--- config.mk ---
export PLATFORM = sky130hd
export DESIGN_NAME = cuckoo_hash_insert_core_flat
export DESIGN_NICKNAME = d
export VERILOG_FILES = /design/src/rtl/chi_pkg.sv /design/src/rtl/chi_chan_if.sv /design/src/rtl/chi_hash.sv /design/src/rtl/chi_dp.sv /design/src/rtl/chi_ctrl.sv /design/src/rtl/cuckoo_hash_insert_core.sv /design/src/flat_wrapper.sv
export SDC_FILE = /design/constraint.sdc
export NUM_CORES = 2
export LEC_CHECK = 0
export ABC_AREA = 1
export BUFFER_PORTS_ARGS = -buffer_cell sky130_fd_sc_hd__buf_2
export CELL_PAD_IN_SITES_DETAIL_PLACEMENT = 1
export CELL_PAD_IN_SITES_GLOBAL_PLACEMENT = 2
export CORE_MARGIN = 2
export CORE_UTILIZATION = 44
export DETAILED_ROUTE_END_ITERATION = 8
export GPL_TIMING_DRIVEN = 0
export HOLD_SLACK_MARGIN = 0.02
export PLACE_DENSITY = 0.79
export SLEW_MARGIN = 10
export SYNTH_ARGS = -nofsm -noshare
export SYNTH_HDL_FRONTEND = slang
export SYNTH_SLANG_ARGS = --single-unit
--- constraint.sdc ---
create_clock -name clk_i -period 15.7 [get_ports clk_i]
set_input_delay 3.925 -clock clk_i [delete_from_list [all_inputs] [get_ports clk_i]]
set_output_delay 3.925 -clock clk_i [all_outputs]
set_load 0.02 [all_outputs]
--- src/rtl/chi_pkg.sv ---
`default_nettype none
// ----------------------------------------------------------------------------
// chi_pkg
// Shared types and constants of the two-table cuckoo insertion core.
// ----------------------------------------------------------------------------
package chi_pkg;

  // Default sizes of the design.
  localparam int unsigned TABLE_SLOTS_DEF = 10;
  localparam int unsigned KEY_CHARS_DEF   = 8;

  // Fixed field widths of the channels.
  localparam int unsigned CHARS_W = 64;
  localparam int unsigned LEN_W   = 4;
  localparam int unsigned SLOT_W  = 4;
  localparam int unsigned KICK_W  = 9;
  localparam int unsigned MAXK_W  = 8;

  // Hash multipliers of the two tables and the reset depth limit.
  localparam int unsigned MUL_FIRST  = 37;
  localparam int unsigned MUL_SECOND = 13;
  localparam logic [MAXK_W-1:0] MAX_KICKS_RESET = 8'd20;

  // One key item.
  typedef struct packed {
    logic [CHARS_W-1:0] key_chars;
    logic [LEN_W-1:0]   key_len;
  } key_t;

  // One result item.
  typedef struct packed {
    logic               status;
    logic               final_table;
    logic [SLOT_W-1:0]  final_slot;
    logic [KICK_W-1:0]  kick_count;
    logic [CHARS_W-1:0] dropped_chars;
    logic [LEN_W-1:0]   dropped_len;
  } res_t;

  // Commands from the controller to the datapath.
  typedef struct packed {
    logic clr_wr;      // write an empty entry at the clearing address
    logic load_key;    // take a new key and start hashing it
    logic hash_start;  // restart hashing with the carried key
    logic hash_a;      // first half of one character step
    logic hash_b;      // second half of one character step
    logic rd_en;       // read the target slot
    logic wr_en;       // write the carried key into the target slot
    logic evict;       // carry the evicted key on to the other table
    logic drop;        // mark the carried key as dropped
    logic load_res;    // load the result register
  } cmd_t;

  // Status from the datapath to the controller.
  typedef struct packed {
    logic clr_last;    // clearing address is the last slot
    logic hash_done;   // all characters of the carried key hashed
    logic slot_empty;  // slot just read held no key
    logic over_limit;  // eviction depth beyond the limit
  } stat_t;

endpackage : chi_pkg
`default_nettype wire

--- src/rtl/chi_chan_if.sv ---
`default_nettype none
// ----------------------------------------------------------------------------
// chi_chan_if
// Valid/ready channel carrying one payload item per handshake.
// ----------------------------------------------------------------------------
interface chi_chan_if #(
  parameter type payload_t = logic
);
  logic     valid;
  logic     ready;
  payload_t data;

  modport source (output valid, output data, input ready);
  modport sink   (input valid, input data, output ready);
endinterface : chi_chan_if
`default_nettype wire

--- src/rtl/chi_hash.sv ---
`default_nettype none
// ----------------------------------------------------------------------------
// chi_hash
// Character-serial slot hash, each character taken in an A and a B step.
// ----------------------------------------------------------------------------
module chi_hash #(
  parameter int unsigned TABLE_SLOTS = chi_pkg::TABLE_SLOTS_DEF,
  parameter int unsigned KEY_CHARS   = chi_pkg::KEY_CHARS_DEF
) (
  input  wire logic                                   clk_i,
  input  wire logic                                   start_i,
  input  wire logic                                   step_a_i,
  input  wire logic                                   step_b_i,
  input  wire logic                                   tbl_i,
  input  wire logic [8*KEY_CHARS-1:0]                 chars_i,
  input  wire logic [chi_pkg::LEN_W-1:0]              len_i,
  output logic      [$clog2(TABLE_SLOTS)-1:0]         slot_o,
  output logic                                        done_o
);
  import chi_pkg::*;

  localparam int unsigned HW = $clog2(TABLE_SLOTS);
  localparam int unsigned KW = 8 * KEY_CHARS;
  // h*mul + c stays below TABLE_SLOTS << 8, which fits in HW + 9 bits.
  localparam int unsigned XW = HW + 9;

  logic [HW-1:0]    h_q;
  logic [XW-1:0]    x_q;
  logic [KW-1:0]    sr_q;
  logic [LEN_W-1:0] rem_q;
  logic [XW-1:0]    prod, xa, xb;

  // The remainder is taken by restoring subtraction of TABLE_SLOTS << k,
  // the upper four steps on step A, registered, and the lower four on step B.
  always_comb begin
    prod = XW'(h_q) * (tbl_i ? XW'(MUL_SECOND) : XW'(MUL_FIRST)) + XW'(sr_q[7:0]);
    xa   = prod;
    for (int k = 7; k >= 4; k--) begin
      if (xa >= (XW'(TABLE_SLOTS) << k)) begin
        xa = xa - (XW'(TABLE_SLOTS) << k);
      end
    end
    xb = x_q;
    for (int k = 3; k >= 0; k--) begin
      if (xb >= (XW'(TABLE_SLOTS) << k)) begin
        xb = xb - (XW'(TABLE_SLOTS) << k);
      end
    end
  end

  always_ff @(posedge clk_i) begin
    if (start_i) begin
      h_q   <= '0;
      sr_q  <= chars_i;
      rem_q <= len_i;
    end else if (step_a_i) begin
      x_q <= xa;
    end else if (step_b_i) begin
      h_q   <= HW'(xb);
      sr_q  <= sr_q >> 8;
      rem_q <= rem_q - LEN_W'(1);
    end
  end

  assign slot_o = h_q;
  assign done_o = (rem_q == '0);

endmodule : chi_hash
`default_nettype wire

--- src/rtl/chi_dp.sv ---
`default_nettype none
// ----------------------------------------------------------------------------
// chi_dp
// Datapath: the two slot tables, the carried key, the depth counter, the
// limit register and the result register.
// ----------------------------------------------------------------------------
module chi_dp #(
  parameter int unsigned TABLE_SLOTS = chi_pkg::TABLE_SLOTS_DEF,
  parameter int unsigned KEY_CHARS   = chi_pkg::KEY_CHARS_DEF
) (
  input  wire logic                           clk_i,
  input  wire logic                           rst_ni,
  input  wire chi_pkg::cmd_t                  cmd_i,
  output chi_pkg::stat_t                      stat_o,
  input  wire chi_pkg::key_t                  key_i,
  input  wire logic                           cfg_we_i,
  input  wire logic [chi_pkg::MAXK_W-1:0]     cfg_data_i,
  output chi_pkg::res_t                       res_o
);
  import chi_pkg::*;

  localparam int unsigned HW    = $clog2(TABLE_SLOTS);
  localparam int unsigned KW    = 8 * KEY_CHARS;
  localparam int unsigned ENT_W = LEN_W + KW;

  // Slot tables; an entry is {length, characters}, empty when length is zero.
  logic [ENT_W-1:0] t0_mem [TABLE_SLOTS];
  logic [ENT_W-1:0] t1_mem [TABLE_SLOTS];
  logic [ENT_W-1:0] rd0_q, rd1_q, old_ent, wr_ent;

  logic [HW-1:0]     clr_cnt_q;
  logic [MAXK_W-1:0] max_kicks_q;
  logic [KW-1:0]     carry_chars_q, in_chars;
  logic [LEN_W-1:0]  carry_len_q, in_len;
  logic              tbl_q, drop_q, last_tbl_q;
  logic [HW-1:0]     last_slot_q, slot, wr_addr;
  logic [KICK_W-1:0] depth_q;
  logic              hash_done;
  res_t              res_q;

  // Clamp the length and zero the characters beyond it.
  always_comb begin
    in_len = (key_i.key_len > LEN_W'(KEY_CHARS)) ? LEN_W'(KEY_CHARS) : key_i.key_len;
    for (int b = 0; b < int'(KEY_CHARS); b++) begin
      in_chars[8*b +: 8] = (LEN_W'(b) < in_len) ? key_i.key_chars[8*b +: 8] : 8'h00;
    end
  end

  chi_hash #(
    .TABLE_SLOTS(TABLE_SLOTS),
    .KEY_CHARS  (KEY_CHARS)
  ) u_hash (
    .clk_i   (clk_i),
    .start_i (cmd_i.load_key | cmd_i.hash_start),
    .step_a_i(cmd_i.hash_a),
    .step_b_i(cmd_i.hash_b),
    .tbl_i   (cmd_i.load_key ? 1'b0 : tbl_q),
    .chars_i (cmd_i.load_key ? in_chars : carry_chars_q),
    .len_i   (cmd_i.load_key ? in_len : carry_len_q),
    .slot_o  (slot),
    .done_o  (hash_done)
  );

  assign wr_addr = cmd_i.clr_wr ? clr_cnt_q : slot;
  assign wr_ent  = cmd_i.clr_wr ? '0 : {carry_len_q, carry_chars_q};
  assign old_ent = tbl_q ? rd1_q : rd0_q;

  always_ff @(posedge clk_i) begin
    if (cmd_i.clr_wr || (cmd_i.wr_en && !tbl_q)) begin
      t0_mem[wr_addr] <= wr_ent;
    end
    if (cmd_i.rd_en) begin
      rd0_q <= t0_mem[slot];
    end
  end

  always_ff @(posedge clk_i) begin
    if (cmd_i.clr_wr || (cmd_i.wr_en && tbl_q)) begin
      t1_mem[wr_addr] <= wr_ent;
    end
    if (cmd_i.rd_en) begin
      rd1_q <= t1_mem[slot];
    end
  end

  always_ff @(posedge clk_i or negedge rst_ni) begin
    if (!rst_ni) begin
      clr_cnt_q   <= '0;
      max_kicks_q <= MAX_KICKS_RESET;
    end else begin
      if (cmd_i.clr_wr) begin
        clr_cnt_q <= clr_cnt_q + HW'(1);
      end
      if (cfg_we_i) begin
        max_kicks_q <= cfg_data_i;
      end
    end
  end

  // Carried key and bookkeeping of the current insertion.
  always_ff @(posedge clk_i) begin
    if (cmd_i.load_key) begin
      carry_chars_q <= in_chars;
      carry_len_q   <= in_len;
      tbl_q         <= 1'b0;
      depth_q       <= '0;
      drop_q        <= 1'b0;
    end else begin
      if (cmd_i.wr_en) begin
        last_tbl_q  <= tbl_q;
        last_slot_q <= slot;
      end
      if (cmd_i.evict) begin
        carry_chars_q <= old_ent[KW-1:0];
        carry_len_q   <= old_ent[ENT_W-1:KW];
        tbl_q         <= ~tbl_q;
        depth_q       <= depth_q + KICK_W'(1);
      end
      if (cmd_i.drop) begin
        drop_q <= 1'b1;
      end
    end
  end

  always_ff @(posedge clk_i) begin
    if (cmd_i.load_res) begin
      res_q.status        <= drop_q;
      res_q.final_table   <= last_tbl_q;
      res_q.final_slot    <= SLOT_W'(last_slot_q);
      res_q.kick_count    <= depth_q;
      res_q.dropped_chars <= drop_q ? CHARS_W'(carry_chars_q) : '0;
      res_q.dropped_len   <= drop_q ? carry_len_q : '0;
    end
  end

  assign res_o             = res_q;
  assign stat_o.clr_last   = (clr_cnt_q == HW'(TABLE_SLOTS - 1));
  assign stat_o.hash_done  = hash_done;
  assign stat_o.slot_empty = (old_ent[ENT_W-1:KW] == '0);
  assign stat_o.over_limit = (depth_q > KICK_W'(max_kicks_q));

endmodule : chi_dp
`default_nettype wire

--- src/rtl/chi_ctrl.sv ---
`default_nettype none
// ----------------------------------------------------------------------------
// chi_ctrl
// Controller: sequences clearing, hashing, slot read, write and eviction,
// and owns the item handshakes.
// ----------------------------------------------------------------------------
module chi_ctrl (
  input  wire logic           clk_i,
  input  wire logic           rst_ni,
  input  wire logic           key_valid_i,
  output logic                key_ready_o,
  output logic                res_valid_o,
  input  wire logic           res_ready_i,
  input  wire chi_pkg::stat_t stat_i,
  output chi_pkg::cmd_t       cmd_o
);
  import chi_pkg::*;

  localparam logic [2:0] S_CLEAR  = 3'd0;
  localparam logic [2:0] S_IDLE   = 3'd1;
  localparam logic [2:0] S_HASH_A = 3'd2;
  localparam logic [2:0] S_HASH_B = 3'd3;
  localparam logic [2:0] S_READ   = 3'd4;
  localparam logic [2:0] S_WRITE  = 3'd5;
  localparam logic [2:0] S_CHECK  = 3'd6;
  localparam logic [2:0] S_FINISH = 3'd7;

  logic [2:0] state_q, state_d;
  logic       out_valid_q, out_valid_d;

  always_comb begin
    state_d     = state_q;
    cmd_o       = '0;
    key_ready_o = 1'b0;
    out_valid_d = out_valid_q && !res_ready_i;
    unique case (state_q)
      S_CLEAR: begin
        cmd_o.clr_wr = 1'b1;
        if (stat_i.clr_last) begin
          state_d = S_IDLE;
        end
      end
      S_IDLE: begin
        key_ready_o = 1'b1;
        if (key_valid_i) begin
          cmd_o.load_key = 1'b1;
          state_d        = S_HASH_A;
        end
      end
      S_HASH_A: begin
        if (stat_i.hash_done) begin
          cmd_o.rd_en = 1'b1;
          state_d     = S_READ;
        end else begin
          cmd_o.hash_a = 1'b1;
          state_d      = S_HASH_B;
        end
      end
      S_HASH_B: begin
        cmd_o.hash_b = 1'b1;
        state_d      = S_HASH_A;
      end
      S_READ: begin
        state_d = S_WRITE;
      end
      S_WRITE: begin
        cmd_o.wr_en = 1'b1;
        if (stat_i.slot_empty) begin
          state_d = S_FINISH;
        end else begin
          cmd_o.evict = 1'b1;
          state_d     = S_CHECK;
        end
      end
      S_CHECK: begin
        if (stat_i.over_limit) begin
          cmd_o.drop = 1'b1;
          state_d    = S_FINISH;
        end else begin
          cmd_o.hash_start = 1'b1;
          state_d          = S_HASH_A;
        end
      end
      S_FINISH: begin
        if (!out_valid_q || res_ready_i) begin
          cmd_o.load_res = 1'b1;
          out_valid_d    = 1'b1;
          state_d        = S_IDLE;
        end
      end
      default: begin
        state_d = S_CLEAR;
      end
    endcase
  end

  always_ff @(posedge clk_i or negedge rst_ni) begin
    if (!rst_ni) begin
      state_q     <= S_CLEAR;
      out_valid_q <= 1'b0;
    end else begin
      state_q     <= state_d;
      out_valid_q <= out_valid_d;
    end
  end

  assign res_valid_o = out_valid_q;

endmodule : chi_ctrl
`default_nettype wire

--- src/rtl/cuckoo_hash_insert_core.sv ---
`default_nettype none
// ----------------------------------------------------------------------------
// cuckoo_hash_insert_core
// Two-table cuckoo insertion of short character keys, one result per key.
// ----------------------------------------------------------------------------
// Each key item is inserted into a pair of slot tables. The key is hashed
// into the first table and written there; a key it displaces is carried to
// the other table at its own hash, and so on, alternating tables, until a
// key lands in an empty slot or the eviction depth passes max_kicks, in which
// case the carried key is dropped and returned in the result. After reset
// the core first empties both tables, one slot of each per cycle; key items
// are held off meanwhile, while the limit register may be written at any
// time. An insertion is accepted in the idle state and then, for every slot
// visited, the character-serial hash takes each character of the key carried
// at that step in an A and a B step, after which the slot is read and then
// written. Each eviction adds a depth check before the next visit, and the
// result is loaded in the finish state after the last visit or the last
// check, once the result register is free or its result is being taken.
// The result sits in its own register, so a finished result waiting to be
// taken does not stop the next key from being accepted and worked on.
// ----------------------------------------------------------------------------
module cuckoo_hash_insert_core #(
  parameter int unsigned TABLE_SLOTS = chi_pkg::TABLE_SLOTS_DEF,
  parameter int unsigned KEY_CHARS   = chi_pkg::KEY_CHARS_DEF
) (
  input  wire logic  clk_i,
  input  wire logic  rst_ni,
  chi_chan_if.sink   key_i,
  chi_chan_if.source res_o,
  chi_chan_if.sink   cfg_i
);
  import chi_pkg::*;

  cmd_t  cmd;
  stat_t stat;
  res_t  res;

  // The limit register takes a write in any cycle.
  assign cfg_i.ready = 1'b1;

  chi_ctrl u_ctrl (
    .clk_i      (clk_i),
    .rst_ni     (rst_ni),
    .key_valid_i(key_i.valid),
    .key_ready_o(key_i.ready),
    .res_valid_o(res_o.valid),
    .res_ready_i(res_o.ready),
    .stat_i     (stat),
    .cmd_o      (cmd)
  );

  chi_dp #(
    .TABLE_SLOTS(TABLE_SLOTS),
    .KEY_CHARS  (KEY_CHARS)
  ) u_dp (
    .clk_i     (clk_i),
    .rst_ni    (rst_ni),
    .cmd_i     (cmd),
    .stat_o    (stat),
    .key_i     (key_i.data),
    .cfg_we_i  (cfg_i.valid),
    .cfg_data_i(cfg_i.data),
    .res_o     (res)
  );

  assign res_o.data = res;

  // Once a key is taken the core does not take another in the next cycle.
  a_busy_after_accept : assert property (@(posedge clk_i) disable iff (!rst_ni)
    (key_i.valid && key_i.ready) |=> !key_i.ready)
    else $error("key accepted while the previous insertion is still running");

  // A placed key reports no dropped key.
  a_no_drop_payload : assert property (@(posedge clk_i) disable iff (!rst_ni)
    (res_o.valid && !res_o.data.status) |->
      (res_o.data.dropped_len == '0 && res_o.data.dropped_chars == '0))
    else $error("dropped key reported for a successful insertion");

  // A drop always follows at least one eviction.
  a_drop_needs_kick : assert property (@(posedge clk_i) disable iff (!rst_ni)
    (res_o.valid && res_o.data.status) |-> (res_o.data.kick_count != '0))
    else $error("key dropped without any eviction");

  // The table port is never written by the clearing pass and an insertion
  // at the same time.
  a_clear_exclusive : assert property (@(posedge clk_i) disable iff (!rst_ni)
    cmd.clr_wr |-> (!cmd.wr_en && !key_i.ready))
    else $error("clearing pass overlaps an insertion");

endmodule : cuckoo_hash_insert_core
`default_nettype wire

--- src/flat_wrapper.sv ---
// flat-port wrapper written by rule: the top's interface ports become plain ports
module cuckoo_hash_insert_core_flat import chi_pkg::*;
#(
  parameter int unsigned TABLE_SLOTS = chi_pkg::TABLE_SLOTS_DEF,
  parameter int unsigned KEY_CHARS   = chi_pkg::KEY_CHARS_DEF
)
  (clk_i, rst_ni, key_i_valid, key_i_data, key_i_ready, res_o_valid, res_o_data, res_o_ready, cfg_i_valid, cfg_i_data, cfg_i_ready);
  chi_chan_if #(.payload_t(key_t)) key_i_i ();
  chi_chan_if #(.payload_t(res_t)) res_o_i ();
  chi_chan_if #(.payload_t(logic [MAXK_W-1:0])) cfg_i_i ();
  input  wire logic clk_i;
  input  wire logic rst_ni;
  input wire logic [$bits(key_i_i.valid)-1:0] key_i_valid;
  input wire logic [$bits(key_i_i.data)-1:0] key_i_data;
  output wire logic [$bits(key_i_i.ready)-1:0] key_i_ready;
  output wire logic [$bits(res_o_i.valid)-1:0] res_o_valid;
  output wire logic [$bits(res_o_i.data)-1:0] res_o_data;
  input wire logic [$bits(res_o_i.ready)-1:0] res_o_ready;
  input wire logic [$bits(cfg_i_i.valid)-1:0] cfg_i_valid;
  input wire logic [$bits(cfg_i_i.data)-1:0] cfg_i_data;
  output wire logic [$bits(cfg_i_i.ready)-1:0] cfg_i_ready;
  assign key_i_i.valid = key_i_valid;
  assign key_i_i.data = key_i_data;
  assign key_i_ready = key_i_i.ready;
  assign res_o_valid = res_o_i.valid;
  assign res_o_data = res_o_i.data;
  assign res_o_i.ready = res_o_ready;
  assign cfg_i_i.valid = cfg_i_valid;
  assign cfg_i_i.data = cfg_i_data;
  assign cfg_i_ready = cfg_i_i.ready;
  cuckoo_hash_insert_core #(.TABLE_SLOTS(TABLE_SLOTS), .KEY_CHARS(KEY_CHARS)) u_core (.clk_i(clk_i), .rst_ni(rst_ni), .key_i(key_i_i), .res_o(res_o_i), .cfg_i(cfg_i_i));
endmodule
## Word level (Yosys, flattened, before mapping)

Memories as Yosys holds them, arrays and structs flattened. A register that Yosys moved wholly into a read port is not among the register bits.
Cells that the tools add are included.

| storage, ports and cells | value |
|---|---|
| register bits | 268 |
| RAM bits | 1360 |
| bits of input ports | 81 |
| output and inout bits | 86 |
| word-level logic and storage cells | 154 |
| memories kept | 2 |

| cells by class | value |
|---|---|
| add/subtract/negate cells | 12 |
| $mul | 1 |
| magnitude comparators | 18 |
| equal/unequal tests | 12 |
| muxes and demuxes | 64 |
| bitwise operators | 5 |
| reduce and logical (&&, ||, !) cells | 19 |

Memory list:

| name | depth | width | rd ports | clocked after Yosys merged registers in | wr ports | RTL line | source |
|---|---|---|---|---|---|---|---|
| u_core.u_dp.t0_mem | 10 | 68 | 1 | 1 | 1 | chi_dp.sv:27 | `logic [ENT_W-1:0] t0_mem [TABLE_SLOTS];` |
| u_core.u_dp.t1_mem | 10 | 68 | 1 | 1 | 1 | chi_dp.sv:28 | `logic [ENT_W-1:0] t1_mem [TABLE_SLOTS];` |

Operators by type and width:

| kind | number |
|---|---|
| two-way mux 64 bit | 6 |
| two-way mux 68 bit | 2 |
| two-way mux 13 bit | 7 |
| two-way mux 8 bit | 8 |
| two-way mux 4 bit | 9 |
| two-way mux 1 bit | 24 |
| case mux 3 bit (8 select lines) | 1 |
| less-than comparator 3 x 4 -> 1 bit, first input constant | 4 |
| two-way mux 3 bit | 5 |
| adder 13 x 8 -> 13 bit | 1 |
| >= comparator 13 x 10 -> 1 bit, second input constant | 1 |
| >= comparator 13 x 11 -> 1 bit, second input constant | 1 |
| >= comparator 13 x 4 -> 1 bit, second input constant | 1 |
| >= comparator 13 x 5 -> 1 bit, second input constant | 1 |
| >= comparator 13 x 6 -> 1 bit, second input constant | 1 |
| >= comparator 13 x 7 -> 1 bit, second input constant | 1 |
| >= comparator 13 x 8 -> 1 bit, second input constant | 1 |
| >= comparator 13 x 9 -> 1 bit, second input constant | 1 |
| subtractor 13 x 10 -> 13 bit, second input constant | 1 |
| subtractor 13 x 11 -> 13 bit, second input constant | 1 |
| subtractor 13 x 5 -> 13 bit, second input constant | 1 |
| subtractor 13 x 6 -> 13 bit, second input constant | 1 |
| subtractor 13 x 7 -> 13 bit, second input constant | 1 |
| subtractor 13 x 8 -> 13 bit, second input constant | 1 |
| 28 further kinds | 50 |

## Longest topological paths before layout

| logic depth | value |
|---|---|
| word-level depth | 14 |
| depth in mapped cells | 54 |
| gate-level depth less buffers | 53 |

## Modules after synthesis

From an unflattened synthesis, not the netlist that was laid out.

| unflattened totals | value |
|---|---|
| cell total of the unflattened synthesis | 6392 |
| area total of the unflattened synthesis | 73446.7 sq um |

By module, submodules not included:

| module | instances | cells an instance | area each (sq um) | seq. area each (sq um) |
|---|---|---|---|---|
| chi_dp | 1 | 5543 | 67040.5 | 50130.6 |
| chi_hash | 1 | 794 | 6070.8 | 2512.4 |
| chi_ctrl | 1 | 53 | 324.1 | 100.1 |
| cuckoo_hash_insert_core | 1 | 2 | 11.3 | 0.0 |

## Least setup slack after synthesis

No wires, ideal clock.

| timing path | value |
|---|---|
| path type | flip-flop to flip-flop |
| from | register u_core.u_ctrl.state_q[2] |
| to | register u_core.u_dp.rd0_q[0], read port of u_core.u_dp.t0_mem (enable) |
| library setup time | 0.968 ns |
| arrival | 13.464 ns |
| required time | 14.732 ns |
| setup slack | 1.268 ns |
| cell stages (with the launch flop) | 4 |
| path buffers | 0 |
| clock period less this slack | 14.432 ns |
| path through | dfrtp_1 > inv_1 > nand3_1 > nor4_1 |

RTL lines:

| element | RTL line | source |
|---|---|---|
| start, declared | chi_ctrl.sv:28 | `logic [2:0] state_q, state_d;` |
| start signal, assigned | chi_ctrl.sv:102 | `state_q <= state_d;` |
| end, declared | chi_dp.sv:29 | `logic [ENT_W-1:0] rd0_q, rd1_q, old_ent, wr_ent;` |

## Worst setup path after layout

| timing path | value |
|---|---|
| from | input port key_i_valid |
| to | register u_core.u_dp.u_hash.x_q[5] (data pin) |

| between the ends | value |
|---|---|
| longest elaborated chain between the ends | 14 |
| elaborated cells on any way between the ends | 18 |
| classes of those cells | add/sub (5); mul (1); order compare (4); mux (8) |

Ends and longest elaborated chain:

| element | RTL line | source |
|---|---|---|
| start, declared | flat_wrapper.sv:13 | `input wire logic [$bits(key_i_i.valid)-1:0] key_i_valid;` |
| two-way mux 1 bit (*) | chi_ctrl.sv:45 | `if (key_valid_i) begin` |
| two-way mux 1 bit (*) | chi_ctrl.sv:36 | `unique case (state_q)` |
| two-way mux 1 bit (*) | chi_dp.sv:57 | `.tbl_i (cmd_i.load_key ? 1'b0 : tbl_q),` |
| two-way mux 6 bit (*) | chi_hash.sv:36 | `prod = XW'(h_q) * (tbl_i ? XW'(MUL_SECOND) : XW'(MUL_FIRST)) + XW'(sr_q[7:0]);` |
| multiplier 4 x 6 -> 10 bit (*) | chi_hash.sv:36 |  |
| adder 13 x 8 -> 13 bit (*) | chi_hash.sv:36 |  |
| subtractor 13 x 11 -> 13 bit or >= comparator 13 x 11 -> 1 bit (tied branches) | chi_hash.sv:40, chi_hash.sv:39 |  |
| two-way mux 13 bit (*) | chi_hash.sv:39 | `if (xa >= (XW'(TABLE_SLOTS) << k)) begin` |
| subtractor 13 x 10 -> 13 bit or >= comparator 13 x 10 -> 1 bit (tied branches) | chi_hash.sv:40, chi_hash.sv:39 |  |
| two-way mux 13 bit (*) | chi_hash.sv:39 |  |
| subtractor 13 x 9 -> 13 bit or >= comparator 13 x 9 -> 1 bit (tied branches) | chi_hash.sv:40, chi_hash.sv:39 |  |
| two-way mux 13 bit (*) | chi_hash.sv:39 |  |
| subtractor 13 x 8 -> 13 bit or >= comparator 13 x 8 -> 1 bit (tied branches) | chi_hash.sv:40, chi_hash.sv:39 |  |
| two-way mux 13 bit (*) | chi_hash.sv:39 |  |
| named net u_core.u_dp.u_hash.xa[5] | chi_hash.sv:31 | `logic [XW-1:0] prod, xa, xb;` |
| end signal, assigned | chi_hash.sv:57 | `x_q <= xa;` |
| end, declared | chi_hash.sv:28 | `logic [XW-1:0] x_q;` |

The timed path passes the listed nets; every way through them passes the cells marked *.
A chain may end at the register's enable or synchronous reset.

==> impl_metrics.env <==
export IMPL_yosysSeqAreaShare=0.740
export IMPL_areaGrowthSynthToFinish_pct=16.1
export IMPL_critPathKind="in2reg"
export IMPL_yosysWarnings=0
export IMPL_timing_rr_end="u_core.u_dp.u_hash.x_q[5]$_DFFE_PP_"
export IMPL_crit_path_start_kind="input pin"
export IMPL_gp_congestion=0.833
export IMPL_cp_end_kind="flop"
export IMPL_r2r_start="u_core.u_dp.u_hash.slot_o[0]$_SDFFE_PN0P_"
export IMPL_required_ns=16.26
export IMPL_post_cts_buffers=0
export IMPL_avgSynthCellArea_um2=12.9
export IMPL_setup_violations=0
export IMPL_cpMostUsedCell="nand2_1"
export IMPL_nets=6114
export IMPL_synth_fp_nets=5651
export IMPL_path_clk_slew_ns=0.06
export IMPL_period_needed_ns=11.40
export IMPL_grt_start_max_net_pins=38
export IMPL_wl_per_cell_um=29.8
export IMPL_rsz0062_at_grt="false"
export IMPL_mostFrequentLayoutCells="edfxtp_1 (1733), nor2_1 (889), o21ai_0 (846), nand2_1 (412), clkbuf_1 (338)"
export IMPL_initial_core_util=0.443
export IMPL_gr_total_overflow=0
export IMPL_hp_class="reg2reg"
export IMPL_postRouteWirelength_mm=248
export IMPL_final_util=0.515
export IMPL_num_vias=49700
export IMPL_max_freq_mhz=87.7
export IMPL_first_pass_iters=5
export IMPL_final_cells=8298
export IMPL_initialDrtViolationCount=5731
export IMPL_power_density_nw_per_um2=213
export IMPL_cp_num_buf_inv=7
export IMPL_grt_use_met1=0.402
export IMPL_grt_pass1_vias=50500
export IMPL_cpMaxStageDelayCell="inv_2"
export IMPL_synth_seq_cells=1764
export IMPL_remaining_drc_errors=0
export IMPL_ios=167
export IMPL_cts_htree_levels=4
export IMPL_reg2reg_slack_ns=6.01
export IMPL_die_area_um2=165000
export IMPL_core_um2=161000
export IMPL_fp_row_count=147
export IMPL_grt_busiest_layer="met2"
export IMPL_holdPathEnd="u_core.u_dp.res_o[79]$_DFFE_PP_"
export IMPL_insertion_delay_ns=0.83
export IMPL_leakagePower_nw=28.6
export IMPL_cts_root_buf="clkbuf_16"
export IMPL_ir_worst_vdd_uv=149
export IMPL_final_common_cell="edfxtp_1"
export IMPL_hpwl_mm=174
export IMPL_antenna_found_initial=11
export IMPL_place_inst=7953
export IMPL_cp_slowest_stage_delay_ns=0.59
export IMPL_power_mw=17.6
export IMPL_grt_pass1_wl_mm=353
export IMPL_synth_distinct_cells=51
export IMPL_holdPathStages=0
export IMPL_track_usage=0.298
export IMPL_synth_async_reset_ratio=0.00907
export IMPL_synth_edf_count=1733
export IMPL_routed_via_density=5.99
export IMPL_crit_fanout=9
export IMPL_maxSlewViolCount=0
export IMPL_outcome="completed"
export IMPL_cts_resized=0
export IMPL_setup_tns_ns=0
export IMPL_clock_path_buffers=3
export IMPL_portBuffers=165
export IMPL_clock_sinks=1764
export IMPL_post_route_period_util=0.726
export IMPL_grt_use_met2=0.481
export IMPL_r2r_cells=45
export IMPL_drive_gt1_frac=0.119
export IMPL_cts_tree="done"
export IMPL_ant_nets=0
export IMPL_fp_dieH_um=407
export IMPL_netlist_instances=5519
export IMPL_cp_top_family="simple AND/OR/NAND/NOR gates"
export IMPL_worst_slack_ns=4.30
export IMPL_hold_viol_final=0
export IMPL_pre_cts_ws_ns=3.50
export IMPL_cts_hold_buffers=0
export IMPL_hold_start="u_core.u_dp.last_slot_q[2]$_DFFE_PP_"
export IMPL_tightestPinTransition_ns=1.39
export IMPL_worstPathArrival_ns=11.97
export IMPL_numCtsBuffers=186
export IMPL_relSlewSlack=0.0702
export IMPL_floorplan_die_width_um=407
export IMPL_maxCapViolCount=0
export IMPL_grtUsageMet3=0.0513
export IMPL_synthesis_area_um2=71300
export IMPL_synth_ff_type="edfxtp_1"
export IMPL_fin_skew_ns=0.0281
==> how the worst max path moves through the flow <==
stage	depth (start not counted)	slack (ns)	startpoint	to
3_5_place_dp	45	3.50	key_i_valid	u_core.u_dp.u_hash.x_q[6]$_DFFE_PP_
4_1_cts	45	4.35	key_i_valid	u_core.u_dp.u_hash.x_q[6]$_DFFE_PP_
2_1_floorplan	3	1.27	u_core.u_ctrl.state_q[2]$_DFFE_PN0P_	u_core.u_dp.rd0_q[0]$_DFFE_PP_
3_3_place_gp	3	-10.86	u_core.u_ctrl.state_q[2]$_DFFE_PN0P_	u_core.u_dp.rd0_q[36]$_DFFE_PP_
6_report	45	4.30	key_i_valid	u_core.u_dp.u_hash.x_q[5]$_DFFE_PP_
5_1_grt	45	3.53	key_i_valid	u_core.u_dp.u_hash.x_q[6]$_DFFE_PP_
==> worst register-to-register path: cells and delay by family, from the launching register on <==
family	cells	cell delay (ns)
buffers and inverters	10	3.14
adders and majority gates	7	2.12
AOI/OAI and AO/OA	2	0.45
DFF	1	0.39
and+or+nand+nor	25	3.13
xor gates and xnor gates	1	0.16
==> cell type report <==
class                      count  area, um2
sequential                  1764      52700
tap                         2160       2700
clock buffer                 244       4980
clock inverter                97        728
multi-input combinational   3137      16600
antenna                        3       7.51
inverter                     283       1060
timing repair buffer         275       2720
fill                       16400      78000
buffer                       335       1310
==> registers in the layout (all words and copies together) (netlist names), 3 cells and up <==
signal,flops
u_core.u_dp.max_kicks_q,8
u_core.u_dp.last_slot_q,4
u_core.u_dp.carry_chars_q,64
u_core.u_dp.res_o,83
u_core.u_dp.depth_q,9
u_core.u_dp.clr_cnt_q,4
u_core.u_dp.u_hash.sr_q,64
u_core.u_dp.carry_len_q,4
u_core.u_dp.u_hash.x_q,13
u_core.u_ctrl.state_q,3
u_core.u_dp.rd0_q,68
u_core.u_dp.u_hash.rem_q,4
u_core.u_dp.t1_mem,680
u_core.u_dp.u_hash.slot_o,4
u_core.u_dp.t0_mem,680
u_core.u_dp.rd1_q,68
==> kinds of logic (layout without fill, tap and decap cells) <==
kind of cell / count (synthesis) / in the layout / synth area share
muxes: 1 / 1 / 0.000158
and+or+nand+nor: 1664 / 1664 / 0.0985
xor gates and xnor gates: 12 / 12 / 0.00147
DFF: 1764 / 1764 / 0.740
other: 2 / 5 / 0.000105
buffers and inverters: 618 / 1234 / 0.0328
adders and majority gates: 51 / 51 / 0.00927
AOI/OAI and AO/OA: 1407 / 1407 / 0.118
==> synth_stat cells, types with 19 or more instances <==
| cell | count | area, um2 |
|---|---|---|
| buf_1 | 22 | 82.6 |
| inv_1 | 262 | 983 |
| o31ai_1 | 64 | 480 |
| o21ai_0 | 846 | 4230 |
| nor2_1 | 967 | 3630 |
| o211ai_1 | 165 | 1240 |
| o22ai_1 | 108 | 676 |
| o221ai_1 | 167 | 1460 |
| nand4_1 | 23 | 144 |
| nand2_1 | 413 | 1550 |
| nand3_1 | 154 | 771 |
| nand2_2 | 22 | 138 |
| inv_2 | 19 | 71.3 |
| clkbuf_1 | 310 | 1160 |
| edfxtp_1 | 1733 | 52000 |
| a21oi_1 | 40 | 200 |
| ha_1 | 48 | 601 |
==> routing by layer <==
layer	vias to the layer above	wire length (um)	share of wire
met3	465	20100	0.081
met1	25600	101000	0.41
met4	2	10200	0.041
li1	21300	-	-
met2	2402	117000	0.47
met5	-	13	0.000052
==> where the power goes <==
part           total, mW  switching, mW  leakage (nW)  internal, mW
clock               4.24           1.86          2.80          2.37
combinational       5.97           4.56          9.56          1.42
sequential          7.39          0.317          16.3          7.07
total               17.6           6.74          28.6          10.9
==> through the flow <==
| step | cell area [um2] | hold slack, ns |
|---|---|---|
| floorplan | 71300 | 0.400 |
| finish | 82800 | 0.411 |
| global placement | 74800 | 0.405 |
| CTS | 82700 | 0.414 |
| detailed placement | 77000 | 0.409 |
| global route | 82800 | 0.420 |
Note: power is estimated with default switching activity, not from simulation.
